==> src/hdl/median_filter_window_top_macros.svh <==
// Assertion macros for the median filter window block.
// Used by median_filter_window_top; needs nothing else.
`ifndef MEDIAN_FILTER_WINDOW_TOP_MACROS_SVH
`define MEDIAN_FILTER_WINDOW_TOP_MACROS_SVH

// Same-cycle implication, disabled during reset.
`define MFW_ASSERT_NOW(label, clk, rst, ante, cons, msg) \
   label: assert property (@(posedge clk) disable iff (rst) (ante) |-> (cons)) \
      else $error(msg);

// Next-cycle implication, disabled during reset.
`define MFW_ASSERT_NEXT(label, clk, rst, ante, cons, msg) \
   label: assert property (@(posedge clk) disable iff (rst) (ante) |=> (cons)) \
      else $error(msg);

`endif

==> src/hdl/mfw_pkg.sv <==
// Shared constants, types and helpers for the median filter window block.
// No dependencies; every other file but the macros header uses it.
`default_nettype none

package mfw_pkg;

   localparam int MAX_WIDTH   = 1024;
   localparam int MAX_HEIGHT  = 1024;
   localparam int WINDOW      = 3;
   localparam int HALF_WIN    = WINDOW / 2;
   localparam int WIN_AREA    = WINDOW * WINDOW;
   localparam int MEDIAN_RANK = WIN_AREA / 2;
   localparam int LINES       = WINDOW - 1;
   localparam int SIZE_RESET  = 1024;

   localparam int PIX_W       = 8;
   localparam int CFG_W       = 11;
   localparam int COORD_W     = 10;
   localparam int COL_W       = $clog2(MAX_WIDTH);
   localparam int ROW_W       = $clog2(MAX_HEIGHT);
   localparam int WID_W       = $clog2(MAX_WIDTH + 1);
   localparam int HGT_W       = $clog2(MAX_HEIGHT + 1);
   localparam int RANK_W      = $clog2(WIN_AREA);
   localparam int CSR_INDEX_W = 1;

   typedef enum logic [CSR_INDEX_W-1:0] {
      CSR_IMAGE_WIDTH,
      CSR_IMAGE_HEIGHT
   } csr_index_type;

   typedef logic [PIX_W-1:0]          pixel_type;
   typedef logic [COL_W-1:0]          col_type;
   typedef pixel_type [LINES-1:0]     line_word_type;
   typedef pixel_type [WIN_AREA-1:0]  window_type;

   // Position details that travel with a pixel down the pipeline.
   typedef struct packed {
      logic               has_result;
      logic               frame_last;
      logic [COORD_W-1:0] centre_row;
      logic [COORD_W-1:0] centre_col;
   } pos_info_type;

   // Saturate a programmed size into the range WINDOW .. maxv.
   function automatic logic [31:0] clamp_size(input logic [CFG_W-1:0] v,
                                              input logic [31:0] maxv);
      logic [31:0] ext;
      logic [31:0] res;
      ext = 32'(v);
      if (ext > maxv) begin
         res = maxv;
      end else if (ext < 32'(WINDOW)) begin
         res = 32'(WINDOW);
      end else begin
         res = ext;
      end
      return res;
   endfunction

endpackage

`default_nettype wire

==> src/hdl/mfw_median.sv <==
// Rank-select median of the window: every value is ranked against all others.
// Depends on mfw_pkg.
`default_nettype none

module mfw_median import mfw_pkg::*; (
   input  wire window_type window,
   output      pixel_type  median
);

   logic [RANK_W-1:0] rank [WIN_AREA];
   logic [WIN_AREA-1:0] pick;

   // ties broken by position so ranks form a permutation
   always_comb begin
      for (int i = 0; i < WIN_AREA; i++) begin
         rank[i] = '0;
         for (int j = 0; j < WIN_AREA; j++) begin
            if (j != i) begin
               if ((window[j] < window[i]) || ((window[j] == window[i]) && (j < i))) begin
                  rank[i] = rank[i] + RANK_W'(1);
               end
            end
         end
         pick[i] = (rank[i] == RANK_W'(MEDIAN_RANK));
      end
   end

   always_comb begin
      median = '0;
      for (int i = 0; i < WIN_AREA; i++) begin
         median = median | (window[i] & {PIX_W{pick[i]}});
      end
   end

endmodule

`default_nettype wire

==> config.mk <==
export PLATFORM = sky130hd
export DESIGN_NAME = mfw_median
export DESIGN_NICKNAME = d
export VERILOG_FILES = /design/src/hdl/median_filter_window_top_macros.svh /design/src/hdl/mfw_pkg.sv /design/src/hdl/mfw_median.sv
export SDC_FILE = /design/constraint.sdc
export NUM_CORES = 1
export LEC_CHECK = 0
export ABC_AREA = 0
export BUFFER_PORTS_ARGS = -buffer_cell sky130_fd_sc_hd__buf_2
export CORE_ASPECT_RATIO = 0.5
export CORE_UTILIZATION = 40
export DETAILED_ROUTE_END_ITERATION = 8
export SLEW_MARGIN = 20
export SYNTH_ARGS = -nofsm -noshare
export SYNTH_HDL_FRONTEND = slang
export SYNTH_SLANG_ARGS = --single-unit
export TNS_END_PERCENT = 1
==> constraint.sdc <==
create_clock -name vclk -period 20
set_clock_uncertainty 0.05 [all_clocks]
set_input_delay 1 -clock vclk [all_inputs]
set_output_delay 1 -clock vclk [all_outputs]
set_load 0.01 [all_outputs]
==> results.json <==
{
  "grt_max_degree": 14,
  "routed_wirelength_mm": 44.1,
  "critical_path_class": "primary input to output pin",
  "vias": 12100,
  "fmaxAchievable_mhz": 105,
  "final-seq-area_um2": 0,
  "gp_congestion": 0.961,
  "top_layer_used": "met4",
  "tns_ps": 0,
  "crit_path_start_kind": "primary input",
  "required_ps": 18950,
  "grt_usage_pct": 28.5,
  "p_per_area_mw_per_mm2": 90.1,
  "antenna_cells": 0,
  "post-route-min-period_ps": 9520,
  "fin_area_mm2": 0.0128,
  "fp-row-count": 44,
  "finalMaxSlewViolations": 0,
  "critPathSlowestCell": "o31a_1",
  "hp-class": "primary input to output pin",
  "place_area_mm2": 0.0128,
  "start_util_pct": 40.9,
  "clock_buffers": 0,
  "syn_nets": 1932,
  "synth.most_common_cell": "ha_1",
  "arrival_ps": 8470,
  "post-route-period-util_pct": 47.6,
  "wl_met1_mm": 20.2,
  "synth.cell_area_mm2": 0.0119,
  "ioPinCount": 80,
  "avgRoutedWirePerCell_um": 22.4,
  "drc": 0,
  "first_pass_iters": 6,
  "ys_seq_area_share_pct": 0,
  "fin_nets": 2005,
  "avgSynthCellArea_um2": 7.90,
  "setup_violations": 0,
  "yosysTopAreaCellShare_pct": 36.6,
  "end_kind": "output pin",
  "synth_cell_type_count": 101,
  "yosys-top-cells-count": "ha_1, a21oi_1, inv_1, nand2_1, nor2_1",
  "vdd_ir_drop_max_mv": 0.0765,
  "ys_warn_count": 0,
  "drtIter0Drc": 802,
  "yosys-top-cells-area": "ha_1, a21oi_1, xnor2_1",
  "synth_cells": 1511,
  "p_leak_nw": 6.14,
  "die-area_mm2": 0.0306,
  "die_h_um": 124,
  "postCtsHoldBufs": 0,
  "via_per_inst": 6.13,
  "grt_antenna_before_repair": 1,
  "slew_headroom_pct": 42.0,
  "power_w": 0.00115,
  "worstMarginPinSlew_ps": 867,
  "place.detailed.hpwl_mm": 35.0,
  "coreArea_mm2": 0.0292,
  "max_stage_delay_ps": 460,
  "grt_overflow": 0,
  "crit_fanout": 9,
  "wl_met2_mm": 18.4,
  "design.seq.count": 0,
  "grt_pass1_vias": 10800,
  "rsz0062_at_grt": "false",
  "numPortBuffers": 80,
  "die_x_um": 246,
  "drive_gt1_share_pct": 10.2,
  "timing.hold.ws_ps": 2390,
  "synth_largest_area_cell": "ha_1",
  "cts_resized": 0,
  "cpMostUsedCell": "ha_1",
  "cap_violations": 0,
  "hold_viol_final": 0,
  "grt_first_pass_wirelength_mm": 65.4,
  "drtAntennaViolNets": 0,
  "syn2layout_area_growth_pct": 7.29,
  "routed-wl-met3_mm": 3.98,
  "post_cts_buffers": 0,
  "status": "completed"
}
## placed cells by master, fill, tap and decap left out, drive strengths merged, types with 9 or more instances in the layout
master  instances
buf            86
xor2           19
a21boi          9
o22ai          11
o21a           27
o211ai         41
a22oi          10
ha            349
or2            16
a21o           30
and3           16
xnor2          65
and4            9
a22o            9
xnor3          15
a211o          12
nand2b         10
nand3          48
nand2          98
mux2i          15
nor3b          10
a211oi         17
a21oi         127
or3            10
inv           119
o21ai          62
nor3           28
and2           17
nand4          62
a31oi          10
nor2b          41
mux2           11
nor2           82
## path summary, 6_finish.rpt
path | start | endpoint | slack [ps] | cells past startpoint
setup / recovery | window[55] | median[0] | 10480 | 36
hold / removal | window[58] | median[2] | 2390 | 5
## routing by layer
layer,vias to the layer above,global-route usage [%]
met5,-,0
met4,0,9.38
met3,93,5.32
met2,414,44.5
li1,5928,-
met1,5655,39.5
## power by group
group,total [W],internal [W],switching (W)
combinational,0.00115,0.000495,0.000659
clock,0,0,0
sequential,0,0,0
total,0.00115,0.000495,0.000659
## cell type report
class / instances / area [µm²]
Multi-Input combinational cell: 1376 / 11400
Fill cell: 3023 / 16400
Timing Repair Buffer: 86 / 445
Inverter: 120 / 450
Tap cell: 391 / 489
## worst max-delay path: cells and delay by family
family	cells	cell delay, ps
buffers and inverters	6	630
muxes	2	530
and+or+nand+nor	11	2160
AOI/OAI and AO/OA	10	2160
adders and majority gates	7	1970
## cell families (layout without fill, tap and decap cells)
logic type	after synthesis	after routing	synth area share, %
multiplexers	26	26	2.40
adder cells (fa/ha/maj)	349	349	36.6
AND/OR/NAND/NOR	473	473	21.7
XOR/XNOR	103	103	10.6
buffers and inverters	135	206	4.32
AO/OA/AOI/OAI	425	425	24.4
## stage by stage
stage	cells	worst slack (ps)	utilization [%]
after floorplan	1511	11790	-
after global placement	1973	10750	43.9
after detailed placement	1973	10680	43.9
after CTS	1973	10670	43.9
after global routing	1973	9940	43.9
final	1973	10480	43.9
No activity file was read; power rests on OpenSTA's default activity.
