===== config.mk =====
export PLATFORM = sky130hd
export DESIGN_NAME = mfw_scan
export DESIGN_NICKNAME = d
export VERILOG_FILES = /design/src/hdl/median_filter_window_top_macros.svh /design/src/hdl/mfw_pkg.sv /design/src/hdl/mfw_scan.sv
export SDC_FILE = /design/constraint.sdc
export NUM_CORES = 1
export LEC_CHECK = 0
export BUFFER_PORTS_ARGS = -buffer_cell sky130_fd_sc_hd__buf_4
export CAP_MARGIN = 20
export CORE_ASPECT_RATIO = 0.7
export CORE_MARGIN = 2
export CORE_UTILIZATION = 54
export CTS_BUF_LIST = sky130_fd_sc_hd__clkbuf_4 sky130_fd_sc_hd__clkbuf_8
export DETAILED_ROUTE_END_ITERATION = 8
export PLACE_DENSITY = 0.77
export SYNTH_ARGS = -nofsm -noshare
export SYNTH_HDL_FRONTEND = slang
export SYNTH_SLANG_ARGS = --single-unit

===== constraint.sdc =====
create_clock -name clock -period 4.45 [get_ports clock]
set_input_delay 0.2225 -clock clock [delete_from_list [all_inputs] [get_ports clock]]
set_output_delay 0.2225 -clock clock [all_outputs]
set_load 0.05 [all_outputs]

===== src/hdl/median_filter_window_top_macros.svh =====
// Assertion macros for the median filter window block.
// Used by median_filter_window_top; needs nothing else.
`ifndef MEDIAN_FILTER_WINDOW_TOP_MACROS_SVH
`define MEDIAN_FILTER_WINDOW_TOP_MACROS_SVH

// Same-cycle implication, disabled during reset.
`define MFW_ASSERT_NOW(label, clk, rst, ante, cons, msg) \
   label: assert property (@(posedge clk) disable iff (rst) (ante) |-> (cons)) \
      else $error(msg);

// Next-cycle implication, disabled during reset.
`define MFW_ASSERT_NEXT(label, clk, rst, ante, cons, msg) \
   label: assert property (@(posedge clk) disable iff (rst) (ante) |=> (cons)) \
      else $error(msg);

`endif


===== src/hdl/mfw_pkg.sv =====
// Shared constants, types and helpers for the median filter window block.
// No dependencies; every other file but the macros header uses it.
`default_nettype none

package mfw_pkg;

   localparam int MAX_WIDTH   = 1024;
   localparam int MAX_HEIGHT  = 1024;
   localparam int WINDOW      = 3;
   localparam int HALF_WIN    = WINDOW / 2;
   localparam int WIN_AREA    = WINDOW * WINDOW;
   localparam int MEDIAN_RANK = WIN_AREA / 2;
   localparam int LINES       = WINDOW - 1;
   localparam int SIZE_RESET  = 1024;

   localparam int PIX_W       = 8;
   localparam int CFG_W       = 11;
   localparam int COORD_W     = 10;
   localparam int COL_W       = $clog2(MAX_WIDTH);
   localparam int ROW_W       = $clog2(MAX_HEIGHT);
   localparam int WID_W       = $clog2(MAX_WIDTH + 1);
   localparam int HGT_W       = $clog2(MAX_HEIGHT + 1);
   localparam int RANK_W      = $clog2(WIN_AREA);
   localparam int CSR_INDEX_W = 1;

   typedef enum logic [CSR_INDEX_W-1:0] {
      CSR_IMAGE_WIDTH,
      CSR_IMAGE_HEIGHT
   } csr_index_type;

   typedef logic [PIX_W-1:0]          pixel_type;
   typedef logic [COL_W-1:0]          col_type;
   typedef pixel_type [LINES-1:0]     line_word_type;
   typedef pixel_type [WIN_AREA-1:0]  window_type;

   // Position details that travel with a pixel down the pipeline.
   typedef struct packed {
      logic               has_result;
      logic               frame_last;
      logic [COORD_W-1:0] centre_row;
      logic [COORD_W-1:0] centre_col;
   } pos_info_type;

   // Saturate a programmed size into the range WINDOW .. maxv.
   function automatic logic [31:0] clamp_size(input logic [CFG_W-1:0] v,
                                              input logic [31:0] maxv);
      logic [31:0] ext;
      logic [31:0] res;
      ext = 32'(v);
      if (ext > maxv) begin
         res = maxv;
      end else if (ext < 32'(WINDOW)) begin
         res = 32'(WINDOW);
      end else begin
         res = ext;
      end
      return res;
   endfunction

endpackage

`default_nettype wire


===== src/hdl/mfw_scan.sv =====
// Size registers and raster position counters of the median filter.
// Depends on mfw_pkg.
`default_nettype none

module mfw_scan import mfw_pkg::*; (
   input  wire logic                   clock,
   input  wire logic                   reset,
   input  wire logic                   csr_wr_en,
   input  wire logic [CSR_INDEX_W-1:0] csr_index,
   input  wire logic [CFG_W-1:0]       csr_wdata,
   input  wire logic                   advance,
   output      col_type                cur_col,
   output      pos_info_type           cur_info
);

   logic [WID_W-1:0] width_ff,  width_in;
   logic [HGT_W-1:0] height_ff, height_in;
   col_type          col_ff,    col_in;
   logic [ROW_W-1:0] row_ff,    row_in;
   logic             col_last;
   logic             row_last;

   // store sizes already saturated
   always_comb begin
      width_in  = width_ff;
      height_in = height_ff;
      if (csr_wr_en) begin
         case (csr_index_type'(csr_index))
            CSR_IMAGE_WIDTH: begin
               width_in = WID_W'(clamp_size(csr_wdata, 32'(MAX_WIDTH)));
            end
            CSR_IMAGE_HEIGHT: begin
               height_in = HGT_W'(clamp_size(csr_wdata, 32'(MAX_HEIGHT)));
            end
            default: begin
               width_in  = width_ff;
               height_in = height_ff;
            end
         endcase
      end
   end

   assign col_last = (32'(col_ff) + 32'd1) >= 32'(width_ff);
   assign row_last = (32'(row_ff) + 32'd1) >= 32'(height_ff);

   always_comb begin
      col_in = col_ff;
      row_in = row_ff;
      if (advance) begin
         if (col_last) begin
            col_in = '0;
            row_in = row_last ? '0 : row_ff + ROW_W'(1);
         end else begin
            col_in = col_ff + COL_W'(1);
         end
      end
   end

   always_ff @(posedge clock) begin
      if (reset) begin
         width_ff  <= WID_W'(clamp_size(CFG_W'(SIZE_RESET), 32'(MAX_WIDTH)));
         height_ff <= HGT_W'(clamp_size(CFG_W'(SIZE_RESET), 32'(MAX_HEIGHT)));
         col_ff    <= '0;
         row_ff    <= '0;
      end else begin
         width_ff  <= width_in;
         height_ff <= height_in;
         col_ff    <= col_in;
         row_ff    <= row_in;
      end
   end

   assign cur_col = col_ff;

   always_comb begin
      cur_info.has_result = (32'(row_ff) >= 32'(WINDOW - 1)) &&
                            (32'(col_ff) >= 32'(WINDOW - 1));
      cur_info.frame_last = row_last && col_last;
      cur_info.centre_row = COORD_W'(row_ff) - COORD_W'(HALF_WIN);
      cur_info.centre_col = COORD_W'(col_ff) - COORD_W'(HALF_WIN);
   end

endmodule

`default_nettype wire


==> flow_summary.yaml, run 1 <==
outcome:
  status: "complete, no violations"
routing:
  drt-total-wl_microns: 6827
  met3_length_microns: 507
  viasPerCell: 5.492
  drtIter0Drc: 192
  top_layer: "met4"
  met2_length_microns: 2827
  routed-via-count: 2614
  drc_errors: 0
  avgRoutedWirePerCell_microns: 14.34
  drt-met1-wl_microns: 3454
  first_pass_iters: 5
  antenna_left: 0
placed_design:
  io_buffers: 47
  placed_cells: 469
  gp_congestion: 0.9034
  dp_hpwl_microns: 5197
power_and_ir_drop:
  vdd_drop_max_v: 0.0001337
  switchingPower_uw: 306.2
  p_per_area_nw_per_um2: 277.5
  p_leak_uw: 0.001512
  internal_power_uw: 643.0
  clkPwrFrac: 0.326
  power_frac_seq: 0.415
  p_sw_frac: 0.3226
  combPwrFrac: 0.258
global_route:
  gr-total-overflow: 0
  antenna_found_initial: 0
  grt_pass1_wl_microns: 11380
  grt_use_total: 0.2321
  grt_max_degree: 33
  grt_pass1_vias: 2344
yosys:
  synth_top_family_by_area: "simple AND/OR/NAND/NOR gates"
  ys_types: 44
  synth_compound_area_frac: 0.1144
  netlist_area_sq_um: 2987
  synth_top_flop_cell: "dfxtp_1"
  yosys_warnings: 0
  syn_area_per_cell_sq_um: 7.986
  synth_xor_area_frac: 0.1198
  yosys.area_share.adder: 0.1173
  ys_seq_elements: 42
  synth_mux_area_frac: 0.007122
  synth-edff-count: 0
  synthSimpleGateAreaFrac: 0.2840
  syn_nets: 418
  async_reset_ff_frac: 0
  synthCells: 374
  yosysSeqAreaShare: 0.2815
floorplan:
  dieArea_sq_um: 6151
  ios: 48
  row_count: 22
  die_w_microns: 92.89
  core_sq_um: 5285
  die_y_microns: 66.22
  initial_core_util: 0.5651
hold_path:
  hold_depth: 3
  hold_path_class: "in2reg"
clocking:
  cts_tree: "yes"
  cts_hold_buf: 0
  cts_setup_buffers: 0
  cts-root-buf: "clkbuf_8"
  cts_max_level: 2
  clk_pin_slew_ns: 0.08
  ctsResizeCount: 0
  clkLatencyLatePin_ns: 0.29
  cts_buffers: 5
  cts_buffer_depth: 2
  cts.sinks: 42
finish:
  multi_input_area_sq_um: 1919
  layout-drive-gt1-share: 0.1708
  fillers: 474
  area_growth_pct: 14.54
  diodes: 0
  final_cells: 476
  nets: 448
  ff_latch_area_sq_um: 840.8
worst_setup_path:
  path_max_fanout: 9
  cp_data_arrival_time_ns: 3.14
  critPathCaptureType: "output pin"
  required_ns: 4.23
  crit_type: "reg2out"
  crit_path_start_kind: "flip-flop"
  reg2reg_depth: 12
timing:
  fin_setup_tns_ns: 0
  final_hold_viol_count: 0
  period_minus_slack_ns: 3.363
  skew_ns: 0.01066
  rsz0062_at_grt: "false"
  max_freq_mhz: 297.3
  relSlewSlack: 0.5168
  maxSlewViolCount: 0
  fin_crit_sh: 0.7558
  worstMarginPinSlew_ns: 0.7233
  finalSetupViolations: 0
run:
  drv_cap: 0
metal layers:
metal | vias to the layer above | global-route usage
li1 | 1328 | -
met1 | 1195 | 0.3541
met2 | 87 | 0.3306
met3 | 4 | 0.04903
met4 | 0 | 0.04963
met5 | - | 0
registers in the layout, indices dropped and copies added, names as in the netlist:
signal	flops
row_ff	10
width_ff	11
height_ff	11
cur_col	10
power groups by stage:
| stage | Clock, uW | Sequential (uW) | Combinational [uW] |
|---|---|---|---|
| 6_report | 310 | 394 | 245 |
| 3_3_place_gp | 0 | 402 | 243 |
| 2_1_floorplan | 0 | 408 | 168 |
| 5_1_grt | 334 | 396 | 263 |
| 3_5_place_dp | 0 | 403 | 244 |
| 4_1_cts | 314 | 394 | 245 |
area by class of cell:
type | count | area share
clock inverter | 1 | 0.008778
sequential | 42 | 0.2458
multi-input combinational | 280 | 0.5611
inverter | 28 | 0.03072
tap | 72 | 0.02634
clock buffer | 6 | 0.02414
timing repair buffer | 47 | 0.1031
cells in the mapped netlist (all sizes together), types with 2 or more instances:
master | n | area, sq um
nor4 | 7 | 71.31
clkbuf | 10 | 37.54
xnor2 | 9 | 86.34
nand2b | 7 | 43.79
nand4 | 10 | 62.56
or4 | 2 | 18.77
and3 | 8 | 61.31
nand3b | 9 | 67.56
dfxtp | 42 | 840.8
nand3 | 13 | 77.58
ha | 28 | 350.3
inv | 28 | 105.1
nor2b | 4 | 25.02
nor3 | 9 | 61.31
nor3b | 10 | 75.07
xor2 | 31 | 271.5
a32o | 4 | 40.04
a21oi | 40 | 215.2
buf | 14 | 83.83
nand2 | 41 | 153.9
o21ai | 9 | 45.04
nor2 | 31 | 116.4
worst max-delay path, stage by stage, from the launching register on:
cell and delay (ns):
dfxtp_1 0.53, ha_1 0.30, and3_2 0.27, nand2_1 0.09, nor2_1 0.15, xor2_1 0.26
ha_1 0.30, a21oi_1 0.15, o21ai_0 0.15, a21oi_4 0.26, a22oi_1 0.17, buf_4 0.22
through the flow:
stage | total power, uW | hold WS [ns] | util | area (sq um) | setup WS, ns
finish | 949.1 | 0.2234 | 0.6473 | 3421 | 1.087
detailed placement | 647.3 | 0.4493 | 0.6259 | 3308 | 1.324
global placement | 644.9 | 0.4467 | 0.6259 | 3308 | 1.434
floorplan | 575.9 | 0.3700 | - | 2987 | 1.123
CTS | 953.9 | 0.2156 | 0.6473 | 3421 | 1.130
global route | 993.6 | 0.2296 | 0.6473 | 3421 | 0.9020
kinds of logic (layout without fill, tap and decap cells):
kind of cell,count (synthesis),in the layout
buf+inv,52,82
fa+ha+maj,28,28
mux,2,2
xor+xnor,40,40
compound gates,57,57
flops,42,42
simple gates,153,153
path summary, 6_finish.rpt:
check	from	end	slack (ns)
worst min register to register	width_ff[4]	width_ff[4]	0.46
worst max-delay path	row_ff[1]	cur_info[20]	1.09
worst max register to register	cur_col[1]	cur_col[0]	1.30
worst min-delay path	csr_wdata[3]	width_ff[3]	0.22
layout by cell type, fill, tap and decap left out, types with 2 or more instances in the layout:
cell type,count
nand4_1,10
nand3b_1,9
nor3_1,7
and3_1,5
nor4_1,4
nand3_1,12
o21ai_1,7
dfxtp_1,42
nand2_1,41
nor4_2,2
clkbuf_8,6
o21ai_0,2
nor2b_1,4
ha_1,28
nor3b_1,10
a32o_1,4
xor2_1,31
buf_4,47
inv_1,28
a21oi_1,38
nor2_1,31
nand2b_1,7
and3_4,2
xnor2_1,8
(Power assumes the default switching activity.)
==> inputs of run 2 (changes only) <==
- CORE_UTILIZATION: 54 -> 53
- PLACE_DENSITY: 0.77 -> 0.78
- clock period: 4.45 -> 3 ns (I/O delays scaled with it)
==> flow_summary.yaml, run 2 (same netlist as run 1, synthesis figures left out) <==
placed_design:
  gp_congestion: 0.8293
  io_buffers: 47
  place_area_sq_um: 3420
  placed_cells: 481
  dp_hpwl_microns: 5552
finish:
  layout-drive-gt1-share: 0.2554
  final_util: 0.6835
  fillers: 447
  final_cells: 491
  diodes: 0
  area_growth_pct: 22.20
  layout_common_cells: "buf_4 (58), nand2_1 (41), a21oi_1 (37)"
  top_regs: "height_ff x11, width_ff x11"
  final_common_cell: "buf_4"
  fin_area_sq_um: 3650
  nets: 463
worst_setup_path:
  slowest_stage: "dfxtp_2"
  cp_top_family: "simple AND/OR/NAND/NOR gates"
  max_stage_delay_ns: 0.37
  crit_path_start_kind: "flip-flop"
  path_max_fanout: 10
  timing.rr.start: "cur_col[0]"
  crit_type: "reg2reg"
  required_ns: 3.22
  crit_chain: "buf_6, and3_4, and3_4, and3_4, nand3_1, xnor2_2, ha_1, nand4_1, nor2_2, a21oi_2, a21boi_4, buf_4, or2_4, buf_12, nor2_1"
  cp_data_arrival_time_ns: 3.12
  path_common_cell: "and3_4"
  crit_start: "cur_col[0]"
  path_buf_inv: 3
  critPathCaptureType: "flip-flop"
clocking:
  cts_hold_buf: 0
  clk_pin_slew_ns: 0.08
  cts_tree: "yes"
  cts.sinks: 42
  clkLatencyLatePin_ns: 0.29
  cts_buffer_depth: 2
  cts_buffers: 5
  cts_max_level: 2
  cts-root-buf: "clkbuf_8"
timing:
  skew_ns: 0.009542
  max_freq_mhz: 344.9
  relSlewSlack: 0.4403
  worstMarginPinSlew_ns: 0.8378
  rsz0062_at_grt: "true"
  final_hold_viol_count: 0
  hold-worst-slack_ns: 0.1485
  period_minus_slack_ns: 2.900
  finalSetupViolations: 0
  fin_crit_sh: 0.9666
  maxSlewViolCount: 0
global_route:
  grt_max_degree: 33
  grt_use_total: 0.2466
  antenna_found_initial: 0
  gr-total-overflow: 0
  grt_pass1_wl_microns: 12120
  grt_pass1_vias: 2563
routing:
  drtIter0Drc: 140
  routed-via-count: 2701
  viasPerCell: 5.501
  drt-total-wl_microns: 7338
  avgRoutedWirePerCell_microns: 14.95
  drc_errors: 0
  first_pass_iters: 5
  antenna_left: 0
power_and_ir_drop:
  p_sw_frac: 0.3251
  power_frac_seq: 0.405
  vdd_drop_max_v: 0.0002194
  switchingPower_uw: 467.4
  p_leak_uw: 0.001600
  p_per_area_nw_per_um2: 393.9
  internal_power_uw: 970.2
  clkPwrFrac: 0.321
  finalPower_uw: 1438
  combPwrFrac: 0.274
hold_path:
  hold_path_class: "in2reg"
  hold_start: "csr_wdata[8]"
floorplan:
  core_sq_um: 5340
  die_w_microns: 93.72
  die_y_microns: 66.81
  dieArea_sq_um: 6261
  initial_core_util: 0.5593
  ios: 48
  row_count: 22
run:
  drv_cap: 0
outcome:
  status: "complete, no violations"
-- run 2: cell types whose count changed in the layout (fill, tap and decap cells not counted), sizes merged --
cell / change
buf: +15
-- run 2: final timing paths --
| path | end | slack (ns) | cells after the start |
|---|---|---|---|
| worst min register to register | width_ff[2] | 0.46 | 2 |
| worst min-delay path | width_ff[8] | 0.15 | 3 |
| worst max-delay path | cur_col[0] | 0.10 | 15 |
| worst max register to register | cur_col[0] | 0.10 | 15 |
-- run 2: power groups by stage --
stage	clock, uW	combinational [uW]	sequential (uW)
after floorplan	0	250	605
after global placement	0	376	593
after detailed placement	0	384	594
after CTS	464	386	581
after global routing	491	425	583
final	461	394	582
-- run 2: cell type report --
cell class | count | area [sq um] | area share
well taps | 72 | 90.09 | 0.02468
repair buffers | 62 | 489.2 | 0.1340
clock buffers | 6 | 82.58 | 0.02263
multi-input cells | 280 | 1999 | 0.5478
flip-flops and latches | 42 | 853.3 | 0.2338
inverters | 28 | 105.1 | 0.02880
clock inverters | 1 | 30.03 | 0.008228
-- run 2: metrics by stage --
step / setup TNS (ns) / setup WS [ns]
after global routing: -0.04210 / -0.03026
after CTS: 0 / 0.002484
final: 0 / 0.1002
after floorplan: 0 / 0.06460
after detailed placement: -0.01765 / -0.01616
after global placement: 0 / 0.1751
-- run 2: layer usage --
metal / global-route usage / routed length [microns] / part of all wire
met4: 0.07790 / 83 / 0.011
met5: 0 / 0 / 0
met1: 0.3570 / 3462 / 0.47
met2: 0.3625 / 3210 / 0.44
met3: 0.05430 / 582 / 0.079
-- run 2: worst reg2reg max path, stage by stage (launching register included) --
cell and delay (ns):
dfxtp_2 0.37, buf_6 0.12, and3_4 0.18, and3_4 0.19, and3_4 0.21, nand3_1 0.12, xnor2_2 0.18, ha_1 0.34
nand4_1 0.12, nor2_2 0.07, a21oi_2 0.22, a21boi_4 0.09, buf_4 0.16, or2_4 0.24, buf_12 0.14, nor2_1 0.10
-- run 2: timing repair --
item / CTS / global route
endpoints found under the setup margin: 6 / 20
pin swaps: 0 / 6
resized for setup: 5 / 22
buffers inserted: 1 / 2
